$ cat config.mk
export PLATFORM = sky130hd
export DESIGN_NAME = vn2d_weight
export DESIGN_NICKNAME = d
export VERILOG_FILES = /design/src/hdl/vn2d_pkg.sv /design/src/hdl/vn2d_weight.sv
export SDC_FILE = /design/constraint.sdc
export NUM_CORES = 2
export LEC_CHECK = 0
export ABC_AREA = 1
export BUFFER_PORTS_ARGS = -buffer_cell sky130_fd_sc_hd__clkbuf_2
export CORE_ASPECT_RATIO = 1.5
export CORE_UTILIZATION = 50
export CTS_CLUSTER_DIAMETER = 40
export DETAILED_ROUTE_END_ITERATION = 10
export GPL_ROUTABILITY_DRIVEN = 1
export MAX_ROUTING_LAYER = met4
export PLACE_DENSITY = 0.63
export SLEW_MARGIN = 10
export SYNTH_ARGS = -nofsm -noshare
export SYNTH_HDL_FRONTEND = slang
export SYNTH_SLANG_ARGS = --single-unit
$ cat constraint.sdc
create_clock -name clk -period 6.9 [get_ports clk]
set_input_delay 1.38 -clock clk [delete_from_list [all_inputs] [get_ports clk]]
set_output_delay 1.38 -clock clk [all_outputs]
set_load 0.05 [all_outputs]
$ cat src/hdl/vn2d_pkg.sv
// Shared types, constants and byte-blend helpers for the 2D value noise pipeline.
// No dependencies.
package vn2d_pkg;

	localparam int FREQ_W    = 32;
	localparam int SEED_W    = 8;
	localparam int COORD_W   = 16;
	localparam int POS_W     = 24;
	localparam int FRAC_W    = 16;
	localparam int BYTE_W    = 8;
	localparam int CFG_IDX_W = 1;

	localparam logic [CFG_IDX_W-1:0] REG_FREQ_SCALE  = 1'b0;
	localparam logic [CFG_IDX_W-1:0] REG_SEED_OFFSET = 1'b1;

	localparam logic [FREQ_W-1:0] FREQ_RESET = 32'd65536;
	localparam logic [SEED_W-1:0] SEED_RESET = 8'd0;

	typedef struct packed {
		logic [BYTE_W-1:0] c00;
		logic [BYTE_W-1:0] c10;
		logic [BYTE_W-1:0] c01;
		logic [BYTE_W-1:0] c11;
	} corner_t;

	localparam logic [7:0] PERM_TAB [0:255] = '{
		8'd208, 8'd34,  8'd231, 8'd213, 8'd32,  8'd248, 8'd233, 8'd56,
		8'd161, 8'd78,  8'd24,  8'd140, 8'd71,  8'd48,  8'd140, 8'd254,
		8'd245, 8'd255, 8'd247, 8'd247, 8'd40,  8'd185, 8'd248, 8'd251,
		8'd245, 8'd28,  8'd124, 8'd204, 8'd204, 8'd76,  8'd36,  8'd1,
		8'd107, 8'd28,  8'd234, 8'd163, 8'd202, 8'd224, 8'd245, 8'd128,
		8'd167, 8'd204, 8'd9,   8'd92,  8'd217, 8'd54,  8'd239, 8'd174,
		8'd173, 8'd102, 8'd193, 8'd189, 8'd190, 8'd121, 8'd100, 8'd108,
		8'd167, 8'd44,  8'd43,  8'd77,  8'd180, 8'd204, 8'd8,   8'd81,
		8'd70,  8'd223, 8'd11,  8'd38,  8'd24,  8'd254, 8'd210, 8'd210,
		8'd177, 8'd32,  8'd81,  8'd195, 8'd243, 8'd125, 8'd8,   8'd169,
		8'd112, 8'd32,  8'd97,  8'd53,  8'd195, 8'd13,  8'd203, 8'd9,
		8'd47,  8'd104, 8'd125, 8'd117, 8'd114, 8'd124, 8'd165, 8'd203,
		8'd181, 8'd235, 8'd193, 8'd206, 8'd70,  8'd180, 8'd174, 8'd0,
		8'd167, 8'd181, 8'd41,  8'd164, 8'd30,  8'd116, 8'd127, 8'd198,
		8'd245, 8'd146, 8'd87,  8'd224, 8'd149, 8'd206, 8'd57,  8'd4,
		8'd192, 8'd210, 8'd65,  8'd210, 8'd129, 8'd240, 8'd178, 8'd105,
		8'd228, 8'd108, 8'd245, 8'd148, 8'd140, 8'd40,  8'd35,  8'd195,
		8'd38,  8'd58,  8'd65,  8'd207, 8'd215, 8'd253, 8'd65,  8'd85,
		8'd208, 8'd76,  8'd62,  8'd3,   8'd237, 8'd55,  8'd89,  8'd232,
		8'd50,  8'd217, 8'd64,  8'd244, 8'd157, 8'd199, 8'd121, 8'd252,
		8'd90,  8'd17,  8'd212, 8'd203, 8'd149, 8'd152, 8'd140, 8'd187,
		8'd234, 8'd177, 8'd73,  8'd174, 8'd193, 8'd100, 8'd192, 8'd143,
		8'd97,  8'd53,  8'd145, 8'd135, 8'd19,  8'd103, 8'd13,  8'd90,
		8'd135, 8'd151, 8'd199, 8'd91,  8'd239, 8'd247, 8'd33,  8'd39,
		8'd145, 8'd101, 8'd120, 8'd99,  8'd3,   8'd186, 8'd86,  8'd99,
		8'd41,  8'd237, 8'd203, 8'd111, 8'd79,  8'd220, 8'd135, 8'd158,
		8'd42,  8'd30,  8'd154, 8'd120, 8'd67,  8'd87,  8'd167, 8'd135,
		8'd176, 8'd183, 8'd191, 8'd253, 8'd115, 8'd184, 8'd21,  8'd233,
		8'd58,  8'd129, 8'd233, 8'd142, 8'd39,  8'd128, 8'd211, 8'd118,
		8'd137, 8'd139, 8'd255, 8'd114, 8'd20,  8'd218, 8'd113, 8'd154,
		8'd27,  8'd127, 8'd246, 8'd250, 8'd1,   8'd8,   8'd198, 8'd250,
		8'd209, 8'd92,  8'd222, 8'd173, 8'd21,  8'd88,  8'd102, 8'd219
	};

	function automatic logic [BYTE_W-1:0] scale_byte(input logic [BYTE_W-1:0] d,
		input logic [BYTE_W-1:0] k);
		logic [16:0] p;
		p = 17'(d) * 17'({1'b0, k} + 9'd1);
		return p[15:8];
	endfunction

	function automatic logic [BYTE_W-1:0] lerp_byte(input logic [BYTE_W-1:0] p,
		input logic [BYTE_W-1:0] q, input logic [BYTE_W-1:0] k);
		if (q > p) begin
			return p + scale_byte(q - p, k);
		end
		return p - scale_byte(p - q, k);
	endfunction

	function automatic logic [BYTE_W-1:0] smooth_blend(input logic [BYTE_W-1:0] a,
		input logic [BYTE_W-1:0] b, input logic [BYTE_W-1:0] w8);
		if (a > b) begin
			return lerp_byte(a, b, w8);
		end
		return lerp_byte(b, a, 8'hFF - w8);
	endfunction

endpackage

$ cat src/hdl/vn2d_weight.sv
// Two-stage smoothstep weight s*s*(3-2s) on a Q16 fraction, reduced to 8 bits.
// Depends on vn2d_pkg (widths).
module vn2d_weight (
	input  logic                        clk,
	input  logic [vn2d_pkg::FRAC_W-1:0] frac_s1,
	output logic [vn2d_pkg::BYTE_W-1:0] w8_s3
);

	localparam logic [17:0] THREE_Q16 = 18'd196608;

	logic [31:0]                 sq_s2;
	logic [vn2d_pkg::FRAC_W-1:0] frac_s2;
	logic [17:0]                 tail;
	logic [49:0]                 prod;

	assign tail = THREE_Q16 - {1'b0, frac_s2, 1'b0};
	assign prod = 50'(sq_s2) * 50'(tail);

	always_ff @(posedge clk) begin
		sq_s2   <= 32'(frac_s1) * 32'(frac_s1);
		frac_s2 <= frac_s1;
		w8_s3   <= prod[47:40];
	end

endmodule

# Word-level counts from Yosys, hierarchy flattened
# Cells that the tools add are included.
[totals] ff_bits=56
[classes] n_addsub=1 mul=2
[ops] operator="32-bit by 18-bit multiplier with 48-bit output" n=1
[ops] operator="16-bit by 16-bit multiplier with 32-bit output" n=1
[ops] operator="18-bit by 17-bit subtractor with 18-bit output, first input constant" n=1

# Longest topological paths before layout
[depth] word_depth=2 ltp_mapped=37

# Least setup slack after synthesis
# OpenSTA, ideal clock, no wires.
[synth_path] path_type="input to register" from="input frac_s1[13] in the netlist's numbering" to="register sq_s2[22]" setup_ns=0.121 arrival_ns=6.306 required_ns=6.779 slack_ns=0.473 path_stages=19 n_path_buf=2 path_cell_list="clkbuf_1 -> clkbuf_1 -> nand2_1 -> fa_1 -> inv_1 -> fa_1 -> inv_1 -> fa_1 -> fa_1 -> fa_1 -> fa_1 -> inv_1 -> ha_1 -> nand2_1 -> inv_1 -> a21boi_0 -> o21bai_1 -> nand3b_1 -> xor2_1"
[synth_via] elab_chain_len=1
[synth_rtl] item="start, declared" line="vn2d_weight.sv:5" source="input logic [vn2d_pkg::FRAC_W-1:0] frac_s1,"
[synth_rtl] item="16-bit by 16-bit multiplier with 32-bit output" line="vn2d_weight.sv:20" source="sq_s2 <= 32'(frac_s1) * 32'(frac_s1);"
[synth_rtl] item="end signal, assigned" line="vn2d_weight.sv:20"
[synth_rtl] item="end, declared" line="vn2d_weight.sv:11" source="logic [31:0] sq_s2;"
# No other way between the ends.

# Worst setup path in the final report
[layout_path] from="input frac_s1[6] in the netlist's numbering" to="register sq_s2[25]"
# The elaborated chain is that of the path after synthesis.

==> flow_summary_export.csv <==
group,metric,value,unit
outcome,outcome,"completed",
clocking,cts_resized,0,
critical_path,worstPathArrival,6.72,ns
critical_path,critPathCaptureType,"register",
clocking,clock_path_buffers,2,
clocking,clock-sinks,54,
synthesis,ys_ff_latch,54,
critical_path,cp.required,7.12,ns
drt,drcViolationCount,0,
global_route,grt_first_pass_wirelength,125,mm
sta,slew_headroom,40.1,%
clocking,cts-htree-levels,2,
critical_path,crit_fanout,17,
clocking,hold_buffers,0,
sta,slew_viol_final,0,
min_path,whs_endpoint,"w8_s3[2]",
sta,hold_viol,0,
synthesis,synth_area,26900,um^2
clocking,clk-insertion-delay-late,0.33,ns
clocking,cts_buffers,5,
floorplanning,initial_core_util,50.9,%
sta,finClkSkew,0.0180,ns
global_route,antenna_found_initial,0,
cells_and_area,final_cell_mix,"1095 x inv_1, 825 x nand2_1, 606 x fa_1",
critical_path,cp-start-kind,"input pin",
cells_and_area,fin_area,28500,um^2
clocking,cts.clk_slew.worst_paths,0.09,ns
synthesis,yosysUniqueCellTypes,43,
clocking,clock-root-buffer,"clkbuf_16",
cells_and_area,fin_nets,4416,
critical_path,r2r_slack,0.40,ns
synthesis,avgSynthCellArea,7.63,um^2
min_path,holdCritPathClass,"register to register",
sta,setup_ws,0.399,ns
global_route,grt_remaining_overflow,0,
place,postPlaceCellArea,28300,um^2
floorplanning,die_area,54800,um^2
cells_and_area,n_antenna_cell,0,
place,place_ws,0.0495,ns
place,globalplace.congestion,0.950,
global_route,grt_max_degree,35,
critical_path,r2r-start,"frac_s2[1]",
floorplanning,die-width,192,um
global_route,groute.usage.overall,30.9,%
min_path,min_from,"frac_s2[0]",
drt,dr.pass1.iters,5,
drt,ant_nets,0,
run,drv_cap,0,
floorplanning,die_h,286,um
cells_and_area,mostFrequentLayoutCell,"inv_1",
place,hpwlAfterDp,66.7,mm
clocking,post-cts-setup-buffers,0,
drt,via_per_inst,5.08,
drt,vias,21500,
critical_path,path_class,"input pin to register",
synthesis,synthCells,3531,
min_path,holdPathStages,8,
clocking,cts_tree,"done",
synthesis,yosysWarnings,0,
sta,rsz0062_at_grt,"no",
sta,worst_slew_pin_slew,0.899,ns
sta,post-route-period-util,94.2,%
sta,fin_crit,6.50,ns
cells_and_area,drive_above_1_share,5.04,%
place,io_buffers,24,
sta,final-setup-viol-count,0,
critical_path,rr_endpoint,"w8_s3[7]",
sta,max_freq,0.154,GHz
floorplanning,rows,103,
synthesis,ys_seq_area_share,4.01,%
drt,wl_per_cell,18.1,um
cells_and_area,areaGrowthSynthToFinish,5.70,%
floorplanning,coreArea,53000,um^2
drt,first_iter_violations,897,
sta,tns,0,ns
global_route,grt_pass1_vias,24000,
drt,drt-total-wl,76.5,mm
floorplanning,io-pin-count,25,
critical_path,rr_worst_depth,31,
[per-layer routing]
metal  part of all wire, %  GRT usage [%]
met5                     0              -
met4                   5.9           15.3
met3                   4.1           2.68
met2                    55           58.1
met1                    35           31.7
[cells by family (layout without fill, tap and decap cells)]
kind of cell	count (synthesis)	count (layout)	share of synthesized area, %
AND/OR/NAND/NOR	1229	1229	18.4
buffers and inverters	1219	1232	17.3
adder cells (fa/ha/maj)	846	846	56.2
AO/OA/AOI/OAI	151	151	3.10
flip-flops	54	54	4.01
XOR/XNOR	30	30	0.975
other	2	12	0.0279
[layout make-up]
type,count,area [um^2]
Sequential cell,54,1080
Multi-Input combinational cell,2268,21300
Inverter,1106,4170
Timing Repair Buffer,118,951
Clock buffer,6,139
Tap cell,682,853
Clock inverter,2,38.8
Fill cell,5229,24500
[worst max-delay path by stage]
stage	slack (ns)	from	end
floorplan	0.47	frac_s1[13]	sq_s2[22]
global placement	0.05	frac_s1[6]	sq_s2[28]
detailed placement	0.05	frac_s1[6]	sq_s2[28]
CTS	0.26	frac_s2[1]	w8_s3[7]
global route	0.008	frac_s2[0]	w8_s3[2]
finish	0.40	frac_s1[6]	sq_s2[25]
[critical path: stages]
cell and delay (ns):
clkbuf_2 0.41, nand2_1 0.20, fa_1 0.52, inv_1 0.05
fa_1 0.52, inv_1 0.06, fa_1 0.53, inv_1 0.05
fa_1 0.47, inv_1 0.05, fa_1 0.45, fa_1 0.48
inv_1 0.04, ha_1 0.36, a21o_1 0.21, a21oi_1 0.29
o21ai_0 0.24, nand2_1 0.11, nand3_1 0.11, xor2_1 0.17
[Yosys cell counts, drive strengths merged]
cell type / number / area share, %
a21boi: 3 / 0.084
a21o: 5 / 0.14
a21oi: 86 / 1.6
a31oi: 3 / 0.070
and2: 2 / 0.046
and3: 3 / 0.070
buf: 35 / 0.83
clkbuf: 78 / 1.1
clkinv: 4 / 0.056
conb: 2 / 0.028
dfxtp: 54 / 4.0
fa: 606 / 45
ha: 240 / 11
inv: 1102 / 15
nand2: 856 / 12
nand3: 79 / 1.5
nand3b: 8 / 0.22
nand4: 20 / 0.46
nor2: 237 / 3.4
nor3: 15 / 0.28
nor4: 2 / 0.070
o211ai: 1 / 0.028
o21a: 3 / 0.084
o21ai: 33 / 0.63
o21bai: 17 / 0.47
or2: 4 / 0.093
or3: 1 / 0.023
or4: 2 / 0.056
xnor2: 6 / 0.20
xor2: 24 / 0.78
[stage by stage]
step / hold WS, ns / util [%] / std cells
detailed placement: 1.17 / 53.4 / 4228
global placement: 1.15 / 53.4 / 4228
floorplan: 0.663 / - / 3541
global route: 1.26 / 53.8 / 4236
CTS: 1.17 / 53.7 / 4236
finish: 1.17 / 53.8 / 4236
[registers in the layout, summed over array words and instances (netlist names)]
| signal | cells |
|---|---|
| w8_s3 | 8 |
| frac_s2 | 16 |
| sq_s2 | 30 |
Power is not shown: default switching activity piles up to over one toggle a cycle in this logic, so the estimate is an artifact.
