[config.mk]
export PLATFORM = sky130hd
export DESIGN_NAME = vn2d_blend
export DESIGN_NICKNAME = d
export VERILOG_FILES = /design/src/hdl/vn2d_pkg.sv /design/src/hdl/vn2d_blend.sv
export SDC_FILE = /design/constraint.sdc
export NUM_CORES = 1
export LEC_CHECK = 0
export ABC_AREA = 1
export BUFFER_PORTS_ARGS = -buffer_cell sky130_fd_sc_hd__buf_2
export CAP_MARGIN = 40
export CORE_MARGIN = 2
export CORE_UTILIZATION = 55
export DETAILED_ROUTE_END_ITERATION = 6
export PLACE_DENSITY_LB_ADDON = 0.1
export SLEW_MARGIN = 20
export SYNTH_ARGS = -nofsm -noshare
export SYNTH_HDL_FRONTEND = slang
export SYNTH_SLANG_ARGS = --single-unit
[constraint.sdc]
create_clock -name clk -period 9.52 [get_ports clk]
set_input_delay 2.38 -clock clk [delete_from_list [all_inputs] [get_ports clk]]
set_output_delay 2.38 -clock clk [all_outputs]
set_load 0.1 [all_outputs]
[src/hdl/vn2d_pkg.sv]
// Shared types, constants and byte-blend helpers for the 2D value noise pipeline.
// No dependencies.
package vn2d_pkg;

	localparam int FREQ_W    = 32;
	localparam int SEED_W    = 8;
	localparam int COORD_W   = 16;
	localparam int POS_W     = 24;
	localparam int FRAC_W    = 16;
	localparam int BYTE_W    = 8;
	localparam int CFG_IDX_W = 1;

	localparam logic [CFG_IDX_W-1:0] REG_FREQ_SCALE  = 1'b0;
	localparam logic [CFG_IDX_W-1:0] REG_SEED_OFFSET = 1'b1;

	localparam logic [FREQ_W-1:0] FREQ_RESET = 32'd65536;
	localparam logic [SEED_W-1:0] SEED_RESET = 8'd0;

	typedef struct packed {
		logic [BYTE_W-1:0] c00;
		logic [BYTE_W-1:0] c10;
		logic [BYTE_W-1:0] c01;
		logic [BYTE_W-1:0] c11;
	} corner_t;

	localparam logic [7:0] PERM_TAB [0:255] = '{
		8'd208, 8'd34,  8'd231, 8'd213, 8'd32,  8'd248, 8'd233, 8'd56,
		8'd161, 8'd78,  8'd24,  8'd140, 8'd71,  8'd48,  8'd140, 8'd254,
		8'd245, 8'd255, 8'd247, 8'd247, 8'd40,  8'd185, 8'd248, 8'd251,
		8'd245, 8'd28,  8'd124, 8'd204, 8'd204, 8'd76,  8'd36,  8'd1,
		8'd107, 8'd28,  8'd234, 8'd163, 8'd202, 8'd224, 8'd245, 8'd128,
		8'd167, 8'd204, 8'd9,   8'd92,  8'd217, 8'd54,  8'd239, 8'd174,
		8'd173, 8'd102, 8'd193, 8'd189, 8'd190, 8'd121, 8'd100, 8'd108,
		8'd167, 8'd44,  8'd43,  8'd77,  8'd180, 8'd204, 8'd8,   8'd81,
		8'd70,  8'd223, 8'd11,  8'd38,  8'd24,  8'd254, 8'd210, 8'd210,
		8'd177, 8'd32,  8'd81,  8'd195, 8'd243, 8'd125, 8'd8,   8'd169,
		8'd112, 8'd32,  8'd97,  8'd53,  8'd195, 8'd13,  8'd203, 8'd9,
		8'd47,  8'd104, 8'd125, 8'd117, 8'd114, 8'd124, 8'd165, 8'd203,
		8'd181, 8'd235, 8'd193, 8'd206, 8'd70,  8'd180, 8'd174, 8'd0,
		8'd167, 8'd181, 8'd41,  8'd164, 8'd30,  8'd116, 8'd127, 8'd198,
		8'd245, 8'd146, 8'd87,  8'd224, 8'd149, 8'd206, 8'd57,  8'd4,
		8'd192, 8'd210, 8'd65,  8'd210, 8'd129, 8'd240, 8'd178, 8'd105,
		8'd228, 8'd108, 8'd245, 8'd148, 8'd140, 8'd40,  8'd35,  8'd195,
		8'd38,  8'd58,  8'd65,  8'd207, 8'd215, 8'd253, 8'd65,  8'd85,
		8'd208, 8'd76,  8'd62,  8'd3,   8'd237, 8'd55,  8'd89,  8'd232,
		8'd50,  8'd217, 8'd64,  8'd244, 8'd157, 8'd199, 8'd121, 8'd252,
		8'd90,  8'd17,  8'd212, 8'd203, 8'd149, 8'd152, 8'd140, 8'd187,
		8'd234, 8'd177, 8'd73,  8'd174, 8'd193, 8'd100, 8'd192, 8'd143,
		8'd97,  8'd53,  8'd145, 8'd135, 8'd19,  8'd103, 8'd13,  8'd90,
		8'd135, 8'd151, 8'd199, 8'd91,  8'd239, 8'd247, 8'd33,  8'd39,
		8'd145, 8'd101, 8'd120, 8'd99,  8'd3,   8'd186, 8'd86,  8'd99,
		8'd41,  8'd237, 8'd203, 8'd111, 8'd79,  8'd220, 8'd135, 8'd158,
		8'd42,  8'd30,  8'd154, 8'd120, 8'd67,  8'd87,  8'd167, 8'd135,
		8'd176, 8'd183, 8'd191, 8'd253, 8'd115, 8'd184, 8'd21,  8'd233,
		8'd58,  8'd129, 8'd233, 8'd142, 8'd39,  8'd128, 8'd211, 8'd118,
		8'd137, 8'd139, 8'd255, 8'd114, 8'd20,  8'd218, 8'd113, 8'd154,
		8'd27,  8'd127, 8'd246, 8'd250, 8'd1,   8'd8,   8'd198, 8'd250,
		8'd209, 8'd92,  8'd222, 8'd173, 8'd21,  8'd88,  8'd102, 8'd219
	};

	function automatic logic [BYTE_W-1:0] scale_byte(input logic [BYTE_W-1:0] d,
		input logic [BYTE_W-1:0] k);
		logic [16:0] p;
		p = 17'(d) * 17'({1'b0, k} + 9'd1);
		return p[15:8];
	endfunction

	function automatic logic [BYTE_W-1:0] lerp_byte(input logic [BYTE_W-1:0] p,
		input logic [BYTE_W-1:0] q, input logic [BYTE_W-1:0] k);
		if (q > p) begin
			return p + scale_byte(q - p, k);
		end
		return p - scale_byte(p - q, k);
	endfunction

	function automatic logic [BYTE_W-1:0] smooth_blend(input logic [BYTE_W-1:0] a,
		input logic [BYTE_W-1:0] b, input logic [BYTE_W-1:0] w8);
		if (a > b) begin
			return lerp_byte(a, b, w8);
		end
		return lerp_byte(b, a, 8'hFF - w8);
	endfunction

endpackage

[src/hdl/vn2d_blend.sv]
// Two-stage corner blend: along x for both rows, then along y.
// Depends on vn2d_pkg (corner_t, smooth_blend).
module vn2d_blend (
	input  logic                        clk,
	input  vn2d_pkg::corner_t           corner_s3,
	input  logic [vn2d_pkg::BYTE_W-1:0] wx_s3,
	input  logic [vn2d_pkg::BYTE_W-1:0] wy_s3,
	output logic [vn2d_pkg::BYTE_W-1:0] noise_s5
);

	logic [vn2d_pkg::BYTE_W-1:0] lo_s4;
	logic [vn2d_pkg::BYTE_W-1:0] hi_s4;
	logic [vn2d_pkg::BYTE_W-1:0] wy_s4;

	always_ff @(posedge clk) begin
		lo_s4    <= vn2d_pkg::smooth_blend(corner_s3.c00, corner_s3.c10, wx_s3);
		hi_s4    <= vn2d_pkg::smooth_blend(corner_s3.c01, corner_s3.c11, wx_s3);
		wy_s4    <= wy_s3;
		noise_s5 <= vn2d_pkg::smooth_blend(lo_s4, hi_s4, wy_s4);
	end

endmodule

# Yosys cells after proc, flatten, opt, wreduce, memory -nomap -nowiden
# Cells that the tools add are included.
dict set report totals {
  reg_bits 32
  in_bits 49
  wordCells 76
}
dict set report op_classes {
  addsub 24
  n_mul 12
  order_cmp 6
  n_mux 30
}
# op n
set op_table {}
lappend op_table {{two-way mux 8 bit} 18}
lappend op_table {{multiplier 8 x 17 -> 16 bit} 8}
lappend op_table {{subtractor 8 bit} 12}
lappend op_table {{multiplier 8 x 9 -> 16 bit} 4}
lappend op_table {{adder 8 bit} 6}
lappend op_table {{> comparator 8 bit} 6}
lappend op_table {{adder 8 x 1 -> 9 bit, second input constant} 4}
lappend op_table {{subtractor 8 bit, first input constant} 2}
lappend op_table {{two-way mux 1 bit} 12}

# Depth between registers and ports, before layout
# Gate-level depths: netlist of the first run.
dict set report logic_depth {
  depth_word 7
  ltp_mapped 50
}

# Worst setup path before layout of the first run
# Ideal clock, no wire load.
dict set report synth_path {
  path_kind {input to register}
  start {in corner_s3[0] in the netlist's numbering}
  end {reg hi_s4[7] in the netlist's numbering}
  arrival_time_ps 8787
  t_required_ps 9407
  slack_ps 619
  cell_stages 41
  n_path_buf 1
  path_cell_list {inv_1 -> ha_1 -> inv_1 -> fa_1 -> a221o_1 -> xor2_1 -> inv_1 -> clkbuf_1 -> nor2_1 -> fa_1 -> fa_1 -> fa_1 -> inv_1 -> fa_1 -> inv_1 -> ha_1 -> nand2_1 -> inv_1 -> (+5 left out) -> ha_1 -> inv_1 -> nor2_1 -> nor3_1 -> nor2_1 -> ha_1 -> a21oi_1 -> nand2_1 -> nand2_1 -> nand2_1 -> a21oi_1 -> nor2_1 -> o21ai_0 -> nand3_1 -> nand2_1 -> nand3_1 -> nand3_1 -> nand2_1}
}
dict set report synth_via {
  elab_chain_cells 7
  elab_cells_between_ends 21
}
# item line_no
set synth_lines {}
lappend synth_lines {{from (decl)} vn2d_blend.sv:5} ;# input vn2d_pkg::corner_t corner_s3,
lappend synth_lines {{subtractor 8 bit} {vn2d_pkg.sv:71, vn2d_pkg.sv:73}}
lappend synth_lines {{multiplier 8 x 17 -> 16 bit} vn2d_pkg.sv:64} ;# p = 17'(d) * 17'({1'b0, k} + 9'd1);
lappend synth_lines {{adder 8 bit} vn2d_pkg.sv:71} ;# return p + scale_byte(q - p, k);
lappend synth_lines {{two-way mux 8 bit} vn2d_pkg.sv:70} ;# if (q > p) begin
lappend synth_lines {{two-way mux 8 bit} vn2d_pkg.sv:73} ;# return p - scale_byte(p - q, k);
lappend synth_lines {{two-way mux 8 bit} vn2d_pkg.sv:78} ;# if (a > b) begin
lappend synth_lines {{two-way mux 8 bit *} vn2d_pkg.sv:81} ;# return lerp_byte(b, a, 8'hFF - w8);
lappend synth_lines {{to (signal assigned)} vn2d_blend.sv:17} ;# hi_s4 <= vn2d_pkg::smooth_blend(corner_s3.c01, corner_s3.c11, wx_s3);
lappend synth_lines {{to (decl)} vn2d_blend.sv:12} ;# logic [vn2d_pkg::BYTE_W-1:0] hi_s4;
# Mark *: on every way between the ends. The rest lies on a longest branch, timed or not. The select of a mux whose other input is x is not followed.

# Worst setup path in the final report of the first run
dict set report layout_path {
  start {in corner_s3[16] in the netlist's numbering}
  end {reg lo_s4[5] in the netlist's numbering}
}
dict set report layout_via {
  elab_chain_cells 7
  elab_cells_between_ends 21
}
# item line_no
set layout_lines {}
lappend layout_lines {{subtractor 8 bit} {vn2d_pkg.sv:71, vn2d_pkg.sv:73}}
lappend layout_lines {{multiplier 8 x 17 -> 16 bit} vn2d_pkg.sv:64}
lappend layout_lines {{adder 8 bit} vn2d_pkg.sv:71}
lappend layout_lines {{two-way mux 8 bit} vn2d_pkg.sv:70}
lappend layout_lines {{two-way mux 8 bit} vn2d_pkg.sv:73}
lappend layout_lines {{two-way mux 8 bit} vn2d_pkg.sv:78}
lappend layout_lines {{two-way mux 8 bit *} vn2d_pkg.sv:81}
lappend layout_lines {{to (signal assigned)} vn2d_blend.sv:16} ;# lo_s4 <= vn2d_pkg::smooth_blend(corner_s3.c00, corner_s3.c10, wx_s3);
lappend layout_lines {{to (decl)} vn2d_blend.sv:11} ;# logic [vn2d_pkg::BYTE_W-1:0] lo_s4;
# Marked as above.

==> results.cfg, run 1 <==
[sta]
holdWs_ns = 0.683
setup_viol = 0
tightest_slew_ns = 0.796
fin_skew_ns = 0.00906
timing.fmax_ghz = 0.108
period_share = 0.970
setup_tns_ns = 0
max_slew_margin = 0.468
slew_viol_final = 0
min_period_ns = 9.23
hold_violations = 0

[worst_setup_path]
end_kind = register
cp_max_fo = 8
required_ns = 9.65
cp_slowest_cell = o32ai_1
r2r-start = lo_s4[1]
slowest_delay_ns = 0.64
crit_path_start_kind = input port
crit_end = lo_s4[5]
rr_worst_depth = 41
r2r_setup_slack_ns = 1.17
r2r_end = noise_s5[7]
startpoint = corner_s3[16]
path_class = in2reg
cp.arrival_ns = 9.36

[detailed_routing]
drcViolationCount = 0
wire_per_inst_um = 17.1
finalWirelength_mm = 71.7
met2_length_mm = 35.0
topRoutingLayerUsed = met5
wl_met1_mm = 29.5
ant_nets = 0
wl_met3_mm = 3.78
num_vias = 22500
drt_iter0_drc = 1308
firstDrtPassIters = 5
vias_per_cell = 5.34

[yosys]
ys_ff_latch = 32
syn_avg_cell_area_sq_um = 7.13
synth_cell_type_count = 59
syn-cell-area_sq_um = 25100
ys_warn_count = 0
syn_nets = 4327
yosys.area.top_type = fa_1
synthTopCellsByArea = fa_1 (30%), ha_1 (19%), inv_1 (12%)
yosysSeqAreaShare = 0.0255
synth_edf_count = 0
synth_top_cell_area_share = 0.297
async_flop_share = 0
synth_cells = 3521
synth_flop_cell = dfxtp_1

[final_layout]
fin_nets = 4410
antenna_cells = 0
final_common_cell = inv_1
drive_gt1_frac = 0.0816
layout_common_cells = inv_1 (792), nand2_1 (720), nor2_1 (437), ha_1 (384), fa_1 (372)
final_util = 0.589
final_cells = 4205
areaGrowthSynthToFinish_pct = 5.97

[global_route]
antenna_found_initial = 1
grt_pass1_wl_mm = 119
gr-total-overflow = 0
grt_pass1_vias = 23400
grt_usage = 0.314
grt_max_degree = 19

[clocking]
htreeDepth = 2
numCtsBuffers = 5
clk_latency_ns = 0.30
clk_path_buf_depth = 2
ctsHoldBuffers = 0
cts_sinks = 32
path_clk_slew_ns = 0.07
cts_tree = built
cts-root-buf = clkbuf_16

[worst_hold_path]
timing.hold.worst.start = lo_s4[0]
hold_path_class = reg2reg

[floorplanning]
start_util = 0.555
row_count = 78
io_pins = 57
die_y_um = 218
die-area_sq_um = 47400
die_width_um = 218
coreArea_sq_um = 45200

[place]
port_buffers = 56
dp_hpwl_mm = 62.6
finalWeightedCongestion = 0.974
dp.cells = 4196

[outcome]
status = complete, no violations

[run]
maxCapViolCount = 0
==> timing repair <==
item / 4_1_cts / 5_1_grt
gates resized for setup: 0 / 17
buffers inserted: 0 / 1
endpoints found under the hold margin: 0 / 0
setup endpoints to repair: 0 / 2
==> state kept, by name, indices dropped and copies added (netlist names) <==
name / flops
hi_s4: 8
lo_s4: 8
noise_s5: 8
wy_s4: 8
==> Yosys cell counts (26+ instances only) <==
cell type and number:
nand2_2 40, nand3_1 106, ha_1 385, dfxtp_1 32, fa_1 372, clkbuf_1 32, a21oi_1 173, xnor2_1 38
inv_2 26, xor2_1 61, nor2_1 441, nand2_1 721, o21ai_0 73, inv_1 794
==> layer usage <==
layer	GRT usage	up-vias
met2	0.551	703
met5	0	-
met3	0.0258	153
met1	0.396	10800
met4	0.135	2
li1	-	10800
==> through the flow <==
stage          area (sq um)  setup WS [ns]
2_1_floorplan         25100          0.619
3_3_place_gp          26400          0.134
3_5_place_dp          26400        0.00225
4_1_cts               26500          0.272
5_1_grt               26600       -0.00799
6_report              26600          0.290
==> worst max-delay path: cells and delay by family <==
family,cells,cell delay [ns]
adder cells (fa/ha/maj),8,3.15
buffers and inverters,6,0.78
XOR/XNOR,1,0.27
AND/OR/NAND/NOR,5,0.59
AO/OA/AOI/OAI,9,2.18
==> cell families after synthesis <==
family,after synthesis,synth area share
XOR/XNOR,107,0.0406
adder cells (fa/ha/maj),757,0.489
AO/OA/AOI/OAI,313,0.0700
flip-flops,32,0.0255
buffers and inverters,896,0.139
AND/OR/NAND/NOR,1412,0.235
multiplexers,4,0.00160
==> worst min path at each step <==
stage	endpoint	cells after the start	slack, ns
after floorplan	noise_s5[0]	3	0.58
after global placement	noise_s5[0]	3	0.69
after detailed placement	noise_s5[0]	3	0.69
after CTS	noise_s5[0]	3	0.69
after global routing	noise_s5[0]	3	0.72
final	noise_s5[0]	3	0.68
==> layout make-up <==
class                           instances  area (sq um)
Clock inverter                          3          23.8
Fill cell                            4440         18600
Multi-Input combinational cell       2593         21000
Sequential cell                        32           641
Timing Repair Buffer                  139           907
Inverter                              833          3140
Clock buffer                            5           125
Tap cell                              600           751
Power of run 1 is not shown: default switching activity piles up to over one toggle a cycle in this logic, so the estimate is an artifact.
==> inputs of run 2 (changes only) <==
- CORE_UTILIZATION: 55 -> 40
- GPL_ROUTABILITY_DRIVEN: not set -> 0
==> run 2 against run 1 <==
Hold slack lost 0.058 ns. Sequential cell count is the same. Global-route usage shrank 8.1 points. Cell count increased by 6.1%. Via count shrank 3.8%. Clock-buffer cell count unchanged. Worst setup slack improved by 0.22 ns.
==> results.cfg, run 2 (same netlist as run 1, synthesis figures left out) <==
[floorplanning]
start_util = 0.406
die_width_um = 254
die-area_sq_um = 64800
io_pins = 57
die_y_um = 254
row_count = 91
coreArea_sq_um = 61800

[final_layout]
fin_nets = 4429
final_area_sq_um = 27100
drive_gt1_frac = 0.0869
layout_common_cells = inv_1 (791), nand2_1 (720), nor2_1 (437), ha_1 (385), fa_1 (372)
regArea_sq_um = 641
fill_cells = 6622
multi_input_area_sq_um = 21000
final_common_cell = inv_1
antenna_cells = 0
final_cells = 4461
areaGrowthSynthToFinish_pct = 7.80

[worst_hold_path]
holdPathStages = 3
hold_end = noise_s5[0]
timing.hold.worst.start = lo_s4[0]
hold_path_class = reg2reg

[detailed_routing]
finalWirelength_mm = 73.1
drt_iter0_drc = 1064
firstDrtPassIters = 5
vias_per_cell = 4.84
wire_per_inst_um = 16.4
ant_nets = 0
num_vias = 21600
drcViolationCount = 0

[place]
port_buffers = 56
place_area_sq_um = 26900
preCtsSetupSlack_ns = -0.0347
dp.cells = 4453
dp_hpwl_mm = 63.9

[worst_setup_path]
r2r-start = lo_s4[2]
rr_worst_depth = 41
cp.arrival_ns = 9.21
cp_max_fo = 6
cpMostUsedCell = nand2_1
slowest_delay_ns = 0.54
end_kind = register
crit_path_start_kind = input port
r2r_end = noise_s5[7]
required_ns = 9.72
cp_slowest_cell = fa_1
path_class = in2reg
r2r_setup_slack_ns = 1.34

[sta]
setup_slack_ns = 0.510
setup_viol = 0
hold_violations = 0
slew_viol_final = 0
fin_skew_ns = 0.00713
tightest_slew_ns = 0.832
timing.fmax_ghz = 0.111
max_slew_margin = 0.444
period_share = 0.946
rsz0062_at_grt = false
min_period_ns = 9.01
setup_tns_ns = 0

[clocking]
clk_latency_ns = 0.31
post-cts-setup-buffer-count = 0
clk_path_buf_depth = 2
cts-root-buf = clkbuf_16
htreeDepth = 2
cts_sinks = 32
numCtsBuffers = 5
ctsHoldBuffers = 0
cts_tree = built
path_clk_slew_ns = 0.07

[global_route]
antenna_found_initial = 1
grt_pass1_wl_mm = 118
gr-total-overflow = 0
grt_pass1_vias = 21700
grt_max_degree = 26
grt_usage = 0.233

[run]
maxCapViolCount = 0

[outcome]
status = complete, no violations
[run 2: final cells by class]
| class | instances | share of cell area |
|---|---|---|
| Clock inverter | 3 | 0.000879 |
| Timing Repair Buffer | 158 | 0.0391 |
| Multi-Input combinational cell | 2593 | 0.777 |
| Sequential cell | 32 | 0.0237 |
| Tap cell | 837 | 0.0387 |
| Clock buffer | 5 | 0.00462 |
| Inverter | 833 | 0.116 |
[run 2: critical path: cells and delay by family]
| family | cells | cell delay, ns |
|---|---|---|
| AOI/OAI and AO/OA | 5 | 1.05 |
| xor gates and xnor gates | 3 | 0.60 |
| adders and majority gates | 9 | 3.35 |
| buffers and inverters | 7 | 0.56 |
| and+or+nand+nor | 14 | 1.26 |
[run 2: what timing repair did]
item                                   in CTS  in global routing
endpoints found under the hold margin       0                  0
setup endpoints to repair                   0                  3
gates resized for setup                     0                 19
[run 2: worst max-delay path by stage]
stage	from	to	slack, ns	cells after the start
5_1_grt	corner_s3[16]	lo_s4[7]	0.03	43
6_report	corner_s3[16]	lo_s4[7]	0.51	38
3_3_place_gp	corner_s3[0]	hi_s4[7]	0.03	38
3_5_place_dp	corner_s3[0]	hi_s4[7]	-0.03	38
2_1_floorplan	corner_s3[0]	hi_s4[7]	0.62	41
4_1_cts	corner_s3[0]	hi_s4[7]	0.26	38
[run 2: per-stage QoR]
stage,hold WS [ns],util
after floorplan,0.580,-
after global placement,0.621,0.434
after detailed placement,0.623,0.434
after CTS,0.633,0.437
after global routing,0.679,0.438
final,0.625,0.438
[run 2: routing by layer]
| metal | part of all wire | vias to the layer above | global-route usage |
|---|---|---|---|
| met5 | 0.00018 | - | 0 |
| met4 | 0.018 | 2 | 0.0437 |
| met3 | 0.025 | 63 | 0.00633 |
| met2 | 0.50 | 326 | 0.416 |
| met1 | 0.46 | 10300 | 0.318 |
| li1 | - | 10900 | - |
Power of run 2 is left out for the same reason.
